[config.mk]
export PLATFORM = sky130hd
export DESIGN_NAME = round_robin_interval_task_dispatcher
export DESIGN_NICKNAME = d
export VERILOG_FILES = /design/src/rtl/core/rrtd_pkg.sv /design/src/rtl/core/rrtd_front.sv /design/src/rtl/core/rrtd_queue.sv /design/src/rtl/core/rrtd_back.sv /design/src/rtl/core/round_robin_interval_task_dispatcher.sv
export VERILOG_INCLUDE_DIRS = /design/src /design/src/rtl/core
export SDC_FILE = /design/constraint.sdc
export NUM_CORES = 2
export LEC_CHECK = 0
export BUFFER_PORTS_ARGS = -buffer_cell sky130_fd_sc_hd__buf_2
export CAP_MARGIN = 5
export CELL_PAD_IN_SITES_DETAIL_PLACEMENT = 2
export CELL_PAD_IN_SITES_GLOBAL_PLACEMENT = 2
export CORE_UTILIZATION = 45
export CTS_CLUSTER_DIAMETER = 150
export CTS_CLUSTER_SIZE = 10
export DETAILED_ROUTE_END_ITERATION = 16
export HOLD_SLACK_MARGIN = 0.12
export PLACE_DENSITY_LB_ADDON = 0.1
export SYNTH_ARGS = -nofsm -noshare
export SYNTH_HDL_FRONTEND = slang
export SYNTH_SLANG_ARGS = --single-unit
[constraint.sdc]
create_clock -name clk_i -period 11.2 [get_ports clk_i]
set_clock_uncertainty 0.15 [all_clocks]
set_input_delay 1.68 -clock clk_i [delete_from_list [all_inputs] [get_ports clk_i]]
set_output_delay 1.68 -clock clk_i [all_outputs]
set_load 0.03 [all_outputs]
[src/rtl/core/assert_macros.svh]
// Assertion helpers shared by the RTL.
// All checks are sampled on the rising clock edge.
// All checks are disabled while the active-low reset is asserted.
`ifndef ASSERT_MACROS_SVH
`define ASSERT_MACROS_SVH

// The property must hold on every edge.
`define ASSERT_ALWAYS(lbl, clk, rst_n, prop) \
  lbl: assert property (@(posedge clk) disable iff (!rst_n) (prop)) \
    else $error("assertion failed");

// When ante holds, cons must hold on the same edge.
`define ASSERT_IMPLIES(lbl, clk, rst_n, ante, cons) \
  lbl: assert property (@(posedge clk) disable iff (!rst_n) (ante) |-> (cons)) \
    else $error("implication failed");

// When ante holds, cons must hold on the next edge.
`define ASSERT_NEXT(lbl, clk, rst_n, ante, cons) \
  lbl: assert property (@(posedge clk) disable iff (!rst_n) (ante) |=> (cons)) \
    else $error("next-cycle check failed");

`endif

[src/rtl/core/rrtd_pkg.sv]
`timescale 1ns / 1ps
package rrtd_pkg;

  localparam int IDX_W  = 4;
  localparam int TIME_W = 32;
  localparam int CNT_W  = 16;

  localparam logic [2:0] MODE_RUN   = 3'd0;
  localparam logic [2:0] MODE_ADD   = 3'd1;
  localparam logic [2:0] MODE_START = 3'd2;
  localparam logic [2:0] MODE_STOP  = 3'd3;
  localparam logic [2:0] MODE_CLEAR = 3'd4;
  localparam logic [2:0] MODE_READ  = 3'd5;

  localparam logic [1:0] STAT_OK       = 2'd0;
  localparam logic [1:0] STAT_FULL     = 2'd1;
  localparam logic [1:0] STAT_NOTADDED = 2'd2;

  localparam int QDEPTH = 2;
  localparam int QPTR_W = $clog2(QDEPTH);
  localparam int QCNT_W = $clog2(QDEPTH + 1);

  typedef enum logic [2:0] {
    OP_NONE,
    OP_RUN,
    OP_ADD,
    OP_START,
    OP_STOP,
    OP_CLEAR,
    OP_READ
  } op_e;

  typedef struct packed {
    op_e                op;
    logic [IDX_W-1:0]   task_index;
    logic [TIME_W-1:0]  now_ms;
    logic [TIME_W-1:0]  interval_ms;
    logic [TIME_W-1:0]  first_due_ms;
    logic               start_enabled;
  } cmd_t;

  typedef struct packed {
    logic full;
    logic empty;
  } q_status_t;

endpackage

[src/rtl/core/rrtd_front.sv]
`timescale 1ns / 1ps
module rrtd_front import rrtd_pkg::*; (
  input  logic              start_i,
  input  logic [2:0]        mode_i,
  input  logic [IDX_W-1:0]  task_index_i,
  input  logic [TIME_W-1:0] now_ms_i,
  input  logic [TIME_W-1:0] interval_ms_i,
  input  logic [TIME_W-1:0] first_due_ms_i,
  input  logic              start_enabled_i,
  input  q_status_t         q_status_i,
  output logic              busy_o,
  output logic              push_o,
  output cmd_t              cmd_o
);

  op_e op;

  // mode decode; unused codes become a no-op
  always_comb begin
    unique case (mode_i)
      MODE_RUN:   op = OP_RUN;
      MODE_ADD:   op = OP_ADD;
      MODE_START: op = OP_START;
      MODE_STOP:  op = OP_STOP;
      MODE_CLEAR: op = OP_CLEAR;
      MODE_READ:  op = OP_READ;
      default:    op = OP_NONE;
    endcase
  end

  assign busy_o = q_status_i.full;
  assign push_o = start_i && !q_status_i.full;

  assign cmd_o = '{
    op:            op,
    task_index:    task_index_i,
    now_ms:        now_ms_i,
    interval_ms:   interval_ms_i,
    first_due_ms:  first_due_ms_i,
    start_enabled: start_enabled_i
  };

endmodule

[src/rtl/core/rrtd_queue.sv]
`timescale 1ns / 1ps
`include "assert_macros.svh"
module rrtd_queue import rrtd_pkg::*; (
  input  logic      clk_i,
  input  logic      rst_ni,
  input  logic      push_i,
  input  cmd_t      cmd_i,
  input  logic      pop_i,
  output cmd_t      head_o,
  output q_status_t status_o
);

  cmd_t              mem_q [QDEPTH];
  logic [QPTR_W-1:0] wr_ptr_q, wr_ptr_d;
  logic [QPTR_W-1:0] rd_ptr_q, rd_ptr_d;
  logic [QCNT_W-1:0] cnt_q, cnt_d;

  always_comb begin
    wr_ptr_d = wr_ptr_q;
    rd_ptr_d = rd_ptr_q;
    cnt_d    = cnt_q;
    if (push_i) begin
      wr_ptr_d = (wr_ptr_q == QPTR_W'(QDEPTH - 1)) ? '0 : wr_ptr_q + 1'b1;
    end
    if (pop_i) begin
      rd_ptr_d = (rd_ptr_q == QPTR_W'(QDEPTH - 1)) ? '0 : rd_ptr_q + 1'b1;
    end
    if (push_i && !pop_i) begin
      cnt_d = cnt_q + 1'b1;
    end else if (pop_i && !push_i) begin
      cnt_d = cnt_q - 1'b1;
    end
  end

  always_ff @(posedge clk_i or negedge rst_ni) begin
    if (!rst_ni) begin
      wr_ptr_q <= '0;
      rd_ptr_q <= '0;
      cnt_q    <= '0;
    end else begin
      wr_ptr_q <= wr_ptr_d;
      rd_ptr_q <= rd_ptr_d;
      cnt_q    <= cnt_d;
    end
  end

  always_ff @(posedge clk_i) begin
    if (push_i) begin
      mem_q[wr_ptr_q] <= cmd_i;
    end
  end

  assign head_o         = mem_q[rd_ptr_q];
  assign status_o.full  = (cnt_q == QCNT_W'(QDEPTH));
  assign status_o.empty = (cnt_q == '0);

  `ASSERT_ALWAYS(a_no_pop_empty, clk_i, rst_ni, !(pop_i && cnt_q == '0))
  `ASSERT_IMPLIES(a_no_push_full, clk_i, rst_ni, cnt_q == QCNT_W'(QDEPTH), !push_i)

endmodule

[src/rtl/core/rrtd_back.sv]
`timescale 1ns / 1ps
`include "assert_macros.svh"
module rrtd_back import rrtd_pkg::*; #(
  parameter int unsigned MAX_TASKS = 16
) (
  input  logic              clk_i,
  input  logic              rst_ni,
  input  q_status_t         q_status_i,
  input  cmd_t              head_i,
  output logic              pop_o,
  output logic              done_o,
  output logic              dispatched_o,
  output logic [IDX_W-1:0]  result_index_o,
  output logic [CNT_W-1:0]  counter_value_o,
  output logic [1:0]        status_o
);

  localparam int CW = $clog2(MAX_TASKS + 1);
  localparam int AW = (MAX_TASKS > 1) ? $clog2(MAX_TASKS) : 1;

  localparam logic ST_IDLE = 1'b0;
  localparam logic ST_EXEC = 1'b1;

  logic state_q, state_d;
  logic [CW-1:0] count_q, count_d;
  logic [CW-1:0] ptr_q, ptr_d;
  logic done_q;

  // task tables, no reset: read data is used only for entries below count_q
  logic [TIME_W-1:0] period_mem [MAX_TASKS];
  logic [TIME_W-1:0] due_mem    [MAX_TASKS];
  logic              en_mem     [MAX_TASKS];
  logic [CNT_W-1:0]  cnt_mem    [MAX_TASKS];

  cmd_t              cmd_q;
  logic [AW-1:0]     addr_q;
  logic [AW-1:0]     rd_addr;
  logic [TIME_W-1:0] rd_period_q;
  logic [TIME_W-1:0] rd_due_q;
  logic              rd_en_q;
  logic [CNT_W-1:0]  rd_cnt_q;

  logic              we_period, we_due, we_en, we_cnt;
  logic [TIME_W-1:0] wd_due;
  logic              wd_en;
  logic [CNT_W-1:0]  wd_cnt;

  logic              disp_d;
  logic [IDX_W-1:0]  ridx_d;
  logic [CNT_W-1:0]  cval_d;
  logic [1:0]        stat_d;
  logic              dispatched_q;
  logic [IDX_W-1:0]  ridx_q;
  logic [CNT_W-1:0]  cval_q;
  logic [1:0]        stat_q;

  logic run_in_range, idx_ok, tbl_full, is_due;

  assign pop_o = (state_q == ST_IDLE) && !q_status_i.empty;

  // read address picked from the queue head
  always_comb begin
    unique case (head_i.op)
      OP_RUN:  rd_addr = ptr_q[AW-1:0];
      OP_ADD:  rd_addr = count_q[AW-1:0];
      default: rd_addr = AW'(head_i.task_index);
    endcase
  end

  assign run_in_range = (ptr_q < count_q);
  assign idx_ok       = (32'(cmd_q.task_index) < 32'(count_q));
  assign tbl_full     = (count_q == CW'(MAX_TASKS));
  assign is_due       = rd_en_q && (cmd_q.now_ms >= rd_due_q);

  always_comb begin
    state_d   = state_q;
    count_d   = count_q;
    ptr_d     = ptr_q;
    we_period = 1'b0;
    we_due    = 1'b0;
    we_en     = 1'b0;
    we_cnt    = 1'b0;
    wd_due    = cmd_q.first_due_ms;
    wd_en     = cmd_q.start_enabled;
    wd_cnt    = '0;
    disp_d    = 1'b0;
    ridx_d    = '0;
    cval_d    = '0;
    stat_d    = STAT_OK;

    if (state_q == ST_IDLE) begin
      if (!q_status_i.empty) begin
        state_d = ST_EXEC;
      end
    end else begin
      state_d = ST_IDLE;
      unique case (cmd_q.op)
        OP_RUN: begin
          if (run_in_range) begin
            if (is_due) begin
              we_due = 1'b1;
              wd_due = cmd_q.now_ms + rd_period_q;
              we_cnt = 1'b1;
              wd_cnt = rd_cnt_q + 1'b1;
              disp_d = 1'b1;
              ridx_d = IDX_W'(addr_q);
            end
            ptr_d = ptr_q + 1'b1;
          end else begin
            ptr_d = '0;
          end
        end
        OP_ADD: begin
          if (!tbl_full) begin
            we_period = 1'b1;
            we_due    = 1'b1;
            we_en     = 1'b1;
            we_cnt    = 1'b1;
            ridx_d    = IDX_W'(addr_q);
            count_d   = count_q + 1'b1;
          end else begin
            stat_d = STAT_FULL;
          end
        end
        OP_START, OP_STOP: begin
          if (idx_ok) begin
            we_en = 1'b1;
            wd_en = (cmd_q.op == OP_START);
          end else begin
            stat_d = STAT_NOTADDED;
          end
        end
        OP_CLEAR: begin
          if (idx_ok) begin
            we_cnt = 1'b1;
          end else begin
            stat_d = STAT_NOTADDED;
          end
        end
        OP_READ: begin
          if (idx_ok) begin
            cval_d = rd_cnt_q;
          end else begin
            stat_d = STAT_NOTADDED;
          end
        end
        default: begin
        end
      endcase
    end
  end

  always_ff @(posedge clk_i or negedge rst_ni) begin
    if (!rst_ni) begin
      state_q <= ST_IDLE;
      count_q <= '0;
      ptr_q   <= '0;
      done_q  <= 1'b0;
    end else begin
      state_q <= state_d;
      count_q <= count_d;
      ptr_q   <= ptr_d;
      done_q  <= (state_q == ST_EXEC);
    end
  end

  // command capture and registered table read
  always_ff @(posedge clk_i) begin
    if (pop_o) begin
      cmd_q       <= head_i;
      addr_q      <= rd_addr;
      rd_period_q <= period_mem[rd_addr];
      rd_due_q    <= due_mem[rd_addr];
      rd_en_q     <= en_mem[rd_addr];
      rd_cnt_q    <= cnt_mem[rd_addr];
    end
  end

  always_ff @(posedge clk_i) begin
    if (we_period) begin
      period_mem[addr_q] <= cmd_q.interval_ms;
    end
    if (we_due) begin
      due_mem[addr_q] <= wd_due;
    end
    if (we_en) begin
      en_mem[addr_q] <= wd_en;
    end
    if (we_cnt) begin
      cnt_mem[addr_q] <= wd_cnt;
    end
  end

  always_ff @(posedge clk_i) begin
    if (state_q == ST_EXEC) begin
      dispatched_q <= disp_d;
      ridx_q       <= ridx_d;
      cval_q       <= cval_d;
      stat_q       <= stat_d;
    end
  end

  assign done_o          = done_q;
  assign dispatched_o    = dispatched_q;
  assign result_index_o  = ridx_q;
  assign counter_value_o = cval_q;
  assign status_o        = stat_q;

  `ASSERT_NEXT(a_done_single, clk_i, rst_ni, done_q, !done_q)
  `ASSERT_ALWAYS(a_count_max, clk_i, rst_ni, count_q <= CW'(MAX_TASKS))
  `ASSERT_ALWAYS(a_ptr_le_count, clk_i, rst_ni, ptr_q <= count_q)

endmodule

[src/rtl/core/round_robin_interval_task_dispatcher.sv]
`timescale 1ns / 1ps
// Result strobe done_o follows the start transfer through the queue write,
//   table read and execute/write-back when the back end is idle.
// The back end reads then writes one table entry per command and pops the
//   next only after that write-back; a 2-entry queue absorbs start bursts.
// Reset: async active low clears task count, run pointer, queue and strobe;
//   task tables stay undefined until an add writes the entry. The receiver cannot stall.
module round_robin_interval_task_dispatcher import rrtd_pkg::*; #(
  parameter int unsigned MAX_TASKS = 16
) (
  input  logic              clk_i,
  input  logic              rst_ni,
  input  logic              start,
  output logic              busy,
  input  logic [2:0]        mode_i,
  input  logic [IDX_W-1:0]  task_index_i,
  input  logic [TIME_W-1:0] now_ms_i,
  input  logic [TIME_W-1:0] interval_ms_i,
  input  logic [TIME_W-1:0] first_due_ms_i,
  input  logic              start_enabled_i,
  output logic              done_o,
  output logic              dispatched_o,
  output logic [IDX_W-1:0]  result_index_o,
  output logic [CNT_W-1:0]  counter_value_o,
  output logic [1:0]        status_o
);

  // Front end: decodes the mode into an operation and pushes the command.
  // busy only reflects a full queue, so commands keep flowing while the
  // back end works on an earlier one.
  q_status_t q_status;
  logic      push;
  logic      pop;
  cmd_t      cmd_in;
  cmd_t      cmd_head;

  rrtd_front u_front (
    .start_i         (start),
    .mode_i          (mode_i),
    .task_index_i    (task_index_i),
    .now_ms_i        (now_ms_i),
    .interval_ms_i   (interval_ms_i),
    .first_due_ms_i  (first_due_ms_i),
    .start_enabled_i (start_enabled_i),
    .q_status_i      (q_status),
    .busy_o          (busy),
    .push_o          (push),
    .cmd_o           (cmd_in)
  );

  // Command queue decoupling front and back end.
  rrtd_queue u_queue (
    .clk_i    (clk_i),
    .rst_ni   (rst_ni),
    .push_i   (push),
    .cmd_i    (cmd_in),
    .pop_i    (pop),
    .head_o   (cmd_head),
    .status_o (q_status)
  );

  // Back end: owns the task tables, count and round-robin pointer.
  // Each command reads its entry into registers when popped and writes it back
  // in the execute state, so a following command always sees the updated entry.
  rrtd_back #(
    .MAX_TASKS (MAX_TASKS)
  ) u_back (
    .clk_i           (clk_i),
    .rst_ni          (rst_ni),
    .q_status_i      (q_status),
    .head_i          (cmd_head),
    .pop_o           (pop),
    .done_o          (done_o),
    .dispatched_o    (dispatched_o),
    .result_index_o  (result_index_o),
    .counter_value_o (counter_value_o),
    .status_o        (status_o)
  );

endmodule
==> Word level (Yosys, flattened, before mapping) <==
Memory sizes are Yosys's and may differ from the RTL's. A register that Yosys moved wholly into a read port is not among the register bits.
Cells that the tools add are included.
{ "totals": {"mem_count": 5, "input_bits": 107, "ram_bits": 1504, "reg_bits": 147} }
{ "memory_table": {"columns": ["memory", "depth", "word_bits", "rd", "rd_clocked_by_memory_dff", "wr", "line", "text"], "rows": [
  ["u_back.due_mem", 16, 32, 1, 1, 1, "rrtd_back.sv:31", "logic [TIME_W-1:0] due_mem [MAX_TASKS];"],
  ["u_back.period_mem", 16, 32, 1, 1, 1, "rrtd_back.sv:30", "logic [TIME_W-1:0] period_mem [MAX_TASKS];"],
  ["u_back.cnt_mem", 16, 16, 1, 1, 1, "rrtd_back.sv:33", "logic [CNT_W-1:0] cnt_mem [MAX_TASKS];"],
  ["u_queue.mem_q", 2, 104, 1, 0, 1, "rrtd_queue.sv:13", "cmd_t mem_q [QDEPTH];"],
  ["u_back.en_mem", 16, 1, 1, 1, 1, "rrtd_back.sv:32", "logic en_mem [MAX_TASKS];"]
]} }
{ "classes": {"addsub": 8, "magnitude_cmp": 3, "n_eq_ne": 15, "n_reduce_logical": 17, "mux": 49, "bitwise": 2} }
{ "ops": {"columns": ["operator", "n"], "rows": [
  ["$mux 32", 4],
  ["$mux 16", 4],
  ["$add 32x32->32", 1],
  ["$ge 32x32->1", 1],
  ["$mux 1", 27],
  ["$pmux 3 s6", 1],
  ["$add 16x1->16 const B", 1],
  ["$pmux 4 s2", 2],
  ["$eq 3x2->1 const B", 5],
  ["$eq 3x3->1 const B", 5],
  ["$mux 4", 3],
  ["$add 5x1->5 const B", 2],
  ["$eq 3x1->1 const B", 3],
  ["$mux 2", 3],
  ["$eq 5x5->1 const B", 1],
  ["$logic_and 1x1->1", 5],
  ["$lt 4x5->1", 1],
  ["$lt 5x5->1", 1],
  ["$mux 5", 1],
  ["$logic_not 1->1", 4],
  ["$pmux 1 s2", 2],
  ["$pmux 2 s2", 1],
  ["$reduce_and 2->1", 2],
  ["$reduce_or 4->1", 1],
  ["11 further kinds", 13]
]} }

==> Longest topological paths before layout <==
{ "logic_depth": {"word_depth": 8, "ltp_mapped": 14, "mapped_depth_nobuf": 11} }

==> By module <==
Synthesis repeated with hierarchy kept, for this count alone.
{ "hier_totals": {"hier_cells": 3990, "area_unflattened_um2": 71347.2} }
{ "by_module_without_submodules": {"columns": ["mod", "instances", "cells_per_inst", "area_each_um2"], "rows": [
  ["rrtd_back", 1, 3542, 62597.5],
  ["rrtd_queue", 1, 340, 7942.6],
  ["rrtd_front", 1, 108, 807.0]
]} }

==> Worst setup path after synthesis <==
No wires, ideal clock.
{ "synth_path": {"kind": "input to register", "start": "in start", "end": "mem u_queue.mem_q[0][0] (netlist bit) (enable)", "arrival_time_ps": 6096, "path_buffers": 0, "stages": 2, "setup_ps": 568, "required_ps": 10482, "path_slack_ps": 4386, "cell_sequence": "nand2_1 > nor2_1"} }
{ "synth_via": {"elab_chain_cells": 3} }
{ "synth_rtl": {"columns": ["item", "line", "text"], "rows": [
  ["start: declaration", "round_robin_interval_task_dispatcher.sv:13", "input logic start,"],
  ["$logic_and 1x1->1", "rrtd_front.sv:32", "assign push_o = start_i && !q_status_i.full;"],
  ["$mux 1", "rrtd_queue.sv:48", "if (push_i) begin"],
  ["$mux 1 (implied by the code)", "rrtd_queue.sv:49", "mem_q[wr_ptr_q] <= cmd_i;"],
  ["end: declaration", "rrtd_queue.sv:13", null]
]} }
Every way passes these cells.

==> impl_summary.txt <==
----------------------------------------------------
[Logic synthesis]
  Most numerous cell types in the synthesized netlist ... sky130_fd_sc_hd__edfxtp_1 (1716), sky130_fd_sc_hd__mux2i_1 (814), sky130_fd_sc_hd__nand2_1 (414), sky130_fd_sc_hd__nand3_1 (189), sky130_fd_sc_hd__nor2_1 (123)
  Leading post-synthesis cells by cell area ... sky130_fd_sc_hd__edfxtp_1 (74%), sky130_fd_sc_hd__mux2i_1 (12%), sky130_fd_sc_hd__nand2_1 (2.2%)
  Post-synthesis average cell area ... 16.6 um2
  Count of cell types in the netlist ... 67
  Area share of the leading cell type in the synthesized netlist ... 0.736
  Share of the yosys chip area belonging to registers ... 0.742
  Syn Nets ... 4398
  Yosys reg bits ... 1732
  Fraction of synthesis flops using an asynchronous set or reset pin ... 0.00924
  Cell with the most instances after synthesis ... sky130_fd_sc_hd__edfxtp_1
  Area of the mapped netlist ... 0.0700 mm2
  EDFF count, synth ... 1716
  Cell type with the highest aggregate area in the netlist ... sky130_fd_sc_hd__edfxtp_1
  Number of standard cells after synthesis ... 4215
  Primary flip-flop cell chosen by synthesis mapping ... sky130_fd_sc_hd__edfxtp_1
  Yosys warns ... 0

[Min path]
  Hold/Removal Path Class ... register to register
  Worst min-delay path startpoint ... u_queue.cnt_q[1]
  WHS Path Cells ... 1

[Power]
  Switching power total ... 0.0102 W
  Internal portion of total power ... 0.0154 W
  Switching part of the total ... 0.399
  Total power density per cell area ... 328 mW/mm2
  Worst supply voltage drop on vdd ... 0.351 mV
  Combinational Power Share ... 0.405
  Leakage power ... 27.7 nW
  Total power after layout ... 0.0257 W
  Part of the total power dissipated in sequential elements ... 0.379
  Part of the total power dissipated in the clock network ... 0.215

[Worst setup path]
  Launching element of the worst setup path ... u_queue.rd_ptr_q
  Cell chain of the critical path ... mux2_4 -> nand2b_1 -> o22ai_1 -> a221o_4 -> buf_4 -> buf_4 -> buf_4 -> nand3_1 -> a32oi_1 -> o21ai_1
  Arr. time, crit path ... 5.89 ns
  Data required time at the worst endpoint ... 11.56 ns
  Worst Path Max Fanout ... 52
  Setup Crit Path Kind ... register to register
  Stages on worst setup path ... 10
  Most Frequent Cell on Critical Path ... sky130_fd_sc_hd__buf_4
  Cell family with the largest share of critical-path delay ... buffers and inverters
  Kind of start point of the critical path ... register
  Max stage delay on crit path ... 0.85 ns
  Endpoint type of the worst setup path ... register
  Buffer and inverter count on the worst path ... 3
  Beginning of the worst register-to-register path ... u_queue.rd_ptr_q
  Highest-delay cell along the critical path ... sky130_fd_sc_hd__buf_4
  R2r worst-path depth ... 10

[Place]
  HPWL after detailed placement ... 121000 um
  Total placed instance area ... 0.0731 mm2
  Port Buffers ... 131
  Pre-CTS setup slack ... 5.64 ns
  RePlAce Congestion ... 0.762

[Timing]
  Final Hold Violating Endpoints ... 0
  Final critical-path required period ... 5.52 ns
  Total count of max-transition violations in the final report ... 0
  Fin crit share ... 0.493
  Worst Slack Setup Final ... 5.68 ns
  Actual slew at the worst max-slew pin ... 1.27 ns
  Headroom to the max-slew limit ... 0.144
  Fmax ... 181 MHz
  Post-route setup TNS ... 0 ns
  RSZ-0062 raised after global routing ... false
  Worst hold-check slack ... 0.385 ns
  Count of final setup violators ... 0

[Global routing]
  Wire length of the first global-routing pass ... 303000 um
  Sum of overflow across all layers after global routing ... 0
  Antenna violations before repair ... 9
  Overall global routing resource usage ... 0.270
  Via count of the first global-routing pass ... 42800
  Maximum number of pins on one net before global-route repair ... 120

[Route]
  Overall via count from detail_route ... 38600
  Via-per-instance ratio ... 5.93
  Total iterations of the first detailed-routing run ... 11
  Violation count after the first detailed-route iteration ... 2975
  Antenna violation net count after detailed routing ... 0
  Number of remaining DRC errors ... 8
  Routed length per instance ... 32.7 um
  Total length of routed wires ... 213000 um

[Outcome]
  Failing checks ... design-rule violations
  Run status ... finished, violations left

[Run]
  Count of max-cap constraint violations ... 0

[Floorplanning]
  Starting density of the core ... 0.454
  Core Region ... 0.154 mm2
  Die outline area ... 0.157 mm2
  Total number of placement rows ... 144
  Die outline width ... 396 um
  DIE HEIGHT ... 396 um
  I/O pin count ... 132

[Final layout]
  Final net count ... 4619
  Antenna Diode Count ... 0
  Final Instance Area ... 0.0783 mm2
  Share of cells above drive strength 1 ... 0.136
  Area Growth Syn to Fin ... 11.8%

[Clock tree]
  Post-CTS setup-driven buffer insertion count ... 0
  Cell chosen for the clock root ... sky130_fd_sc_hd__clkbuf_16
  H-tree lvl count ... 4
  Clock latency on the worst-skew pair ... 0.81 ns
  Cts-stage hold buffer count ... 0
  Number of instances resized during post-cts repair ... 0
  Maximum clock insertion buffer count ... 3
  Clock buffer count from CTS ... 191
  Clock transition time at the flip-flop clock pins of the worst setup and hold paths ... 0.06 ns
  Clock sink count ... 1732
  TritonCTS clock tree ... built

----------------------------------------------------
[per-stage QoR]
step | instances | utilization
global route | 6512 | 0.507
global placement | 6287 | 0.474
floorplan | 4215 | -
CTS | 6512 | 0.507
detailed placement | 6287 | 0.474
finish | 6512 | 0.507
[cells in the final DEF (no fill, tap or decap), types with 8 or more instances in the layout]
cell                           n
sky130_fd_sc_hd__nor2_1       79
sky130_fd_sc_hd__a21o_1       17
sky130_fd_sc_hd__mux2i_1     814
sky130_fd_sc_hd__o21ai_1      95
sky130_fd_sc_hd__and2_1       19
sky130_fd_sc_hd__nand2b_1     12
sky130_fd_sc_hd__nand3_1     189
sky130_fd_sc_hd__edfxtp_1   1716
sky130_fd_sc_hd__nor2_4       43
sky130_fd_sc_hd__nand2_1     414
sky130_fd_sc_hd__o21ai_0      50
sky130_fd_sc_hd__clkbuf_16   195
sky130_fd_sc_hd__a32oi_1      81
sky130_fd_sc_hd__ha_1         75
sky130_fd_sc_hd__buf_4       100
sky130_fd_sc_hd__inv_1        57
sky130_fd_sc_hd__xnor2_1      26
sky130_fd_sc_hd__a21oi_1      50
sky130_fd_sc_hd__nand4_1      17
sky130_fd_sc_hd__clkbuf_1     20
sky130_fd_sc_hd__nor3_1        8
sky130_fd_sc_hd__buf_2       131
sky130_fd_sc_hd__dfrtp_1      14
sky130_fd_sc_hd__mux2_2      103
sky130_fd_sc_hd__xor2_1       26
sky130_fd_sc_hd__o21a_1        8
sky130_fd_sc_hd__a31oi_1      10
[state kept, by name (all words and copies together) (netlist names), 5 cells and up]
| signal | cells |
|---|---|
| u_back.period_mem | 512 |
| u_back.due_mem | 512 |
| u_back.cnt_mem | 256 |
| u_back.rd_due_q | 32 |
| u_back.en_mem | 16 |
| u_back.rd_cnt_q | 16 |
| u_back.count_q | 5 |
| u_queue.mem_q | 208 |
| u_back.cmd_q | 104 |
| u_back.rd_period_q | 32 |
| u_back.ptr_q | 5 |
| u_back.counter_value_o | 16 |
[metal layers]
| layer | up-vias | track usage | wire [um] |
|---|---|---|---|
| met5 | - | 0 | 47 |
| met4 | 6 | 0.0717 | 5160 |
| met3 | 298 | 0.0349 | 8960 |
| met2 | 968 | 0.459 | 105000 |
| met1 | 20800 | 0.366 | 93200 |
| li1 | 16600 | - | - |
[kinds of logic (layout without fill, tap and decap cells)]
| kind of cell | after synthesis | in the layout | synth area share |
|---|---|---|---|
| muxes | 920 | 920 | 0.134 |
| AOI/OAI and AO/OA | 354 | 354 | 0.0327 |
| xor gates and xnor gates | 52 | 52 | 0.00651 |
| adders and majority gates | 76 | 76 | 0.0137 |
| and+or+nand+nor | 815 | 815 | 0.0502 |
| DFF | 1732 | 1732 | 0.742 |
| buffers and inverters | 266 | 519 | 0.0211 |
[power groups by stage]
stage / sequential [W] / combinational [W] / clock [W]
CTS: 0.00972 / 0.0105 / 0.00563
detailed placement: 0.00984 / 0.0104 / 0
global route: 0.00980 / 0.0110 / 0.00583
finish: 0.00974 / 0.0104 / 0.00552
global placement: 0.00975 / 0.0100 / 0
floorplan: 0.00948 / 0.00696 / 0
[worst paths after layout]
check,slack (ns),to
min in group asynchronous,0.67,u_queue.rd_ptr_q
max in group asynchronous,9.88,u_queue.rd_ptr_q
hold / removal,0.38,u_queue.cnt_q[1]
hold reg to reg,0.38,u_queue.cnt_q[1]
setup reg to reg,5.68,u_back.rd_due_q[14]
setup / recovery,5.68,u_back.rd_due_q[14]
[final cells by class]
cell class,instances,area (um2)
repair buffers,233,1450
clock buffers,215,4950
inverters,61,246
flip-flops and latches,1732,51900
well taps,2044,2560
fillers,13900,76000
multi-input cells,2217,17000
clock inverters,10,166
[worst register-to-register path, stage by stage, from the launching register on]
cell and delay [ns]:
sky130_fd_sc_hd__dfrtp_4 0.72, sky130_fd_sc_hd__mux2_4 0.41, sky130_fd_sc_hd__nand2b_1 0.21, sky130_fd_sc_hd__o22ai_1 0.20, sky130_fd_sc_hd__a221o_4 0.43, sky130_fd_sc_hd__buf_4 0.72
sky130_fd_sc_hd__buf_4 0.85, sky130_fd_sc_hd__buf_4 0.92, sky130_fd_sc_hd__nand3_1 0.23, sky130_fd_sc_hd__a32oi_1 0.29, sky130_fd_sc_hd__o21ai_1 0.10
Power figures use the tool's default switching activity.
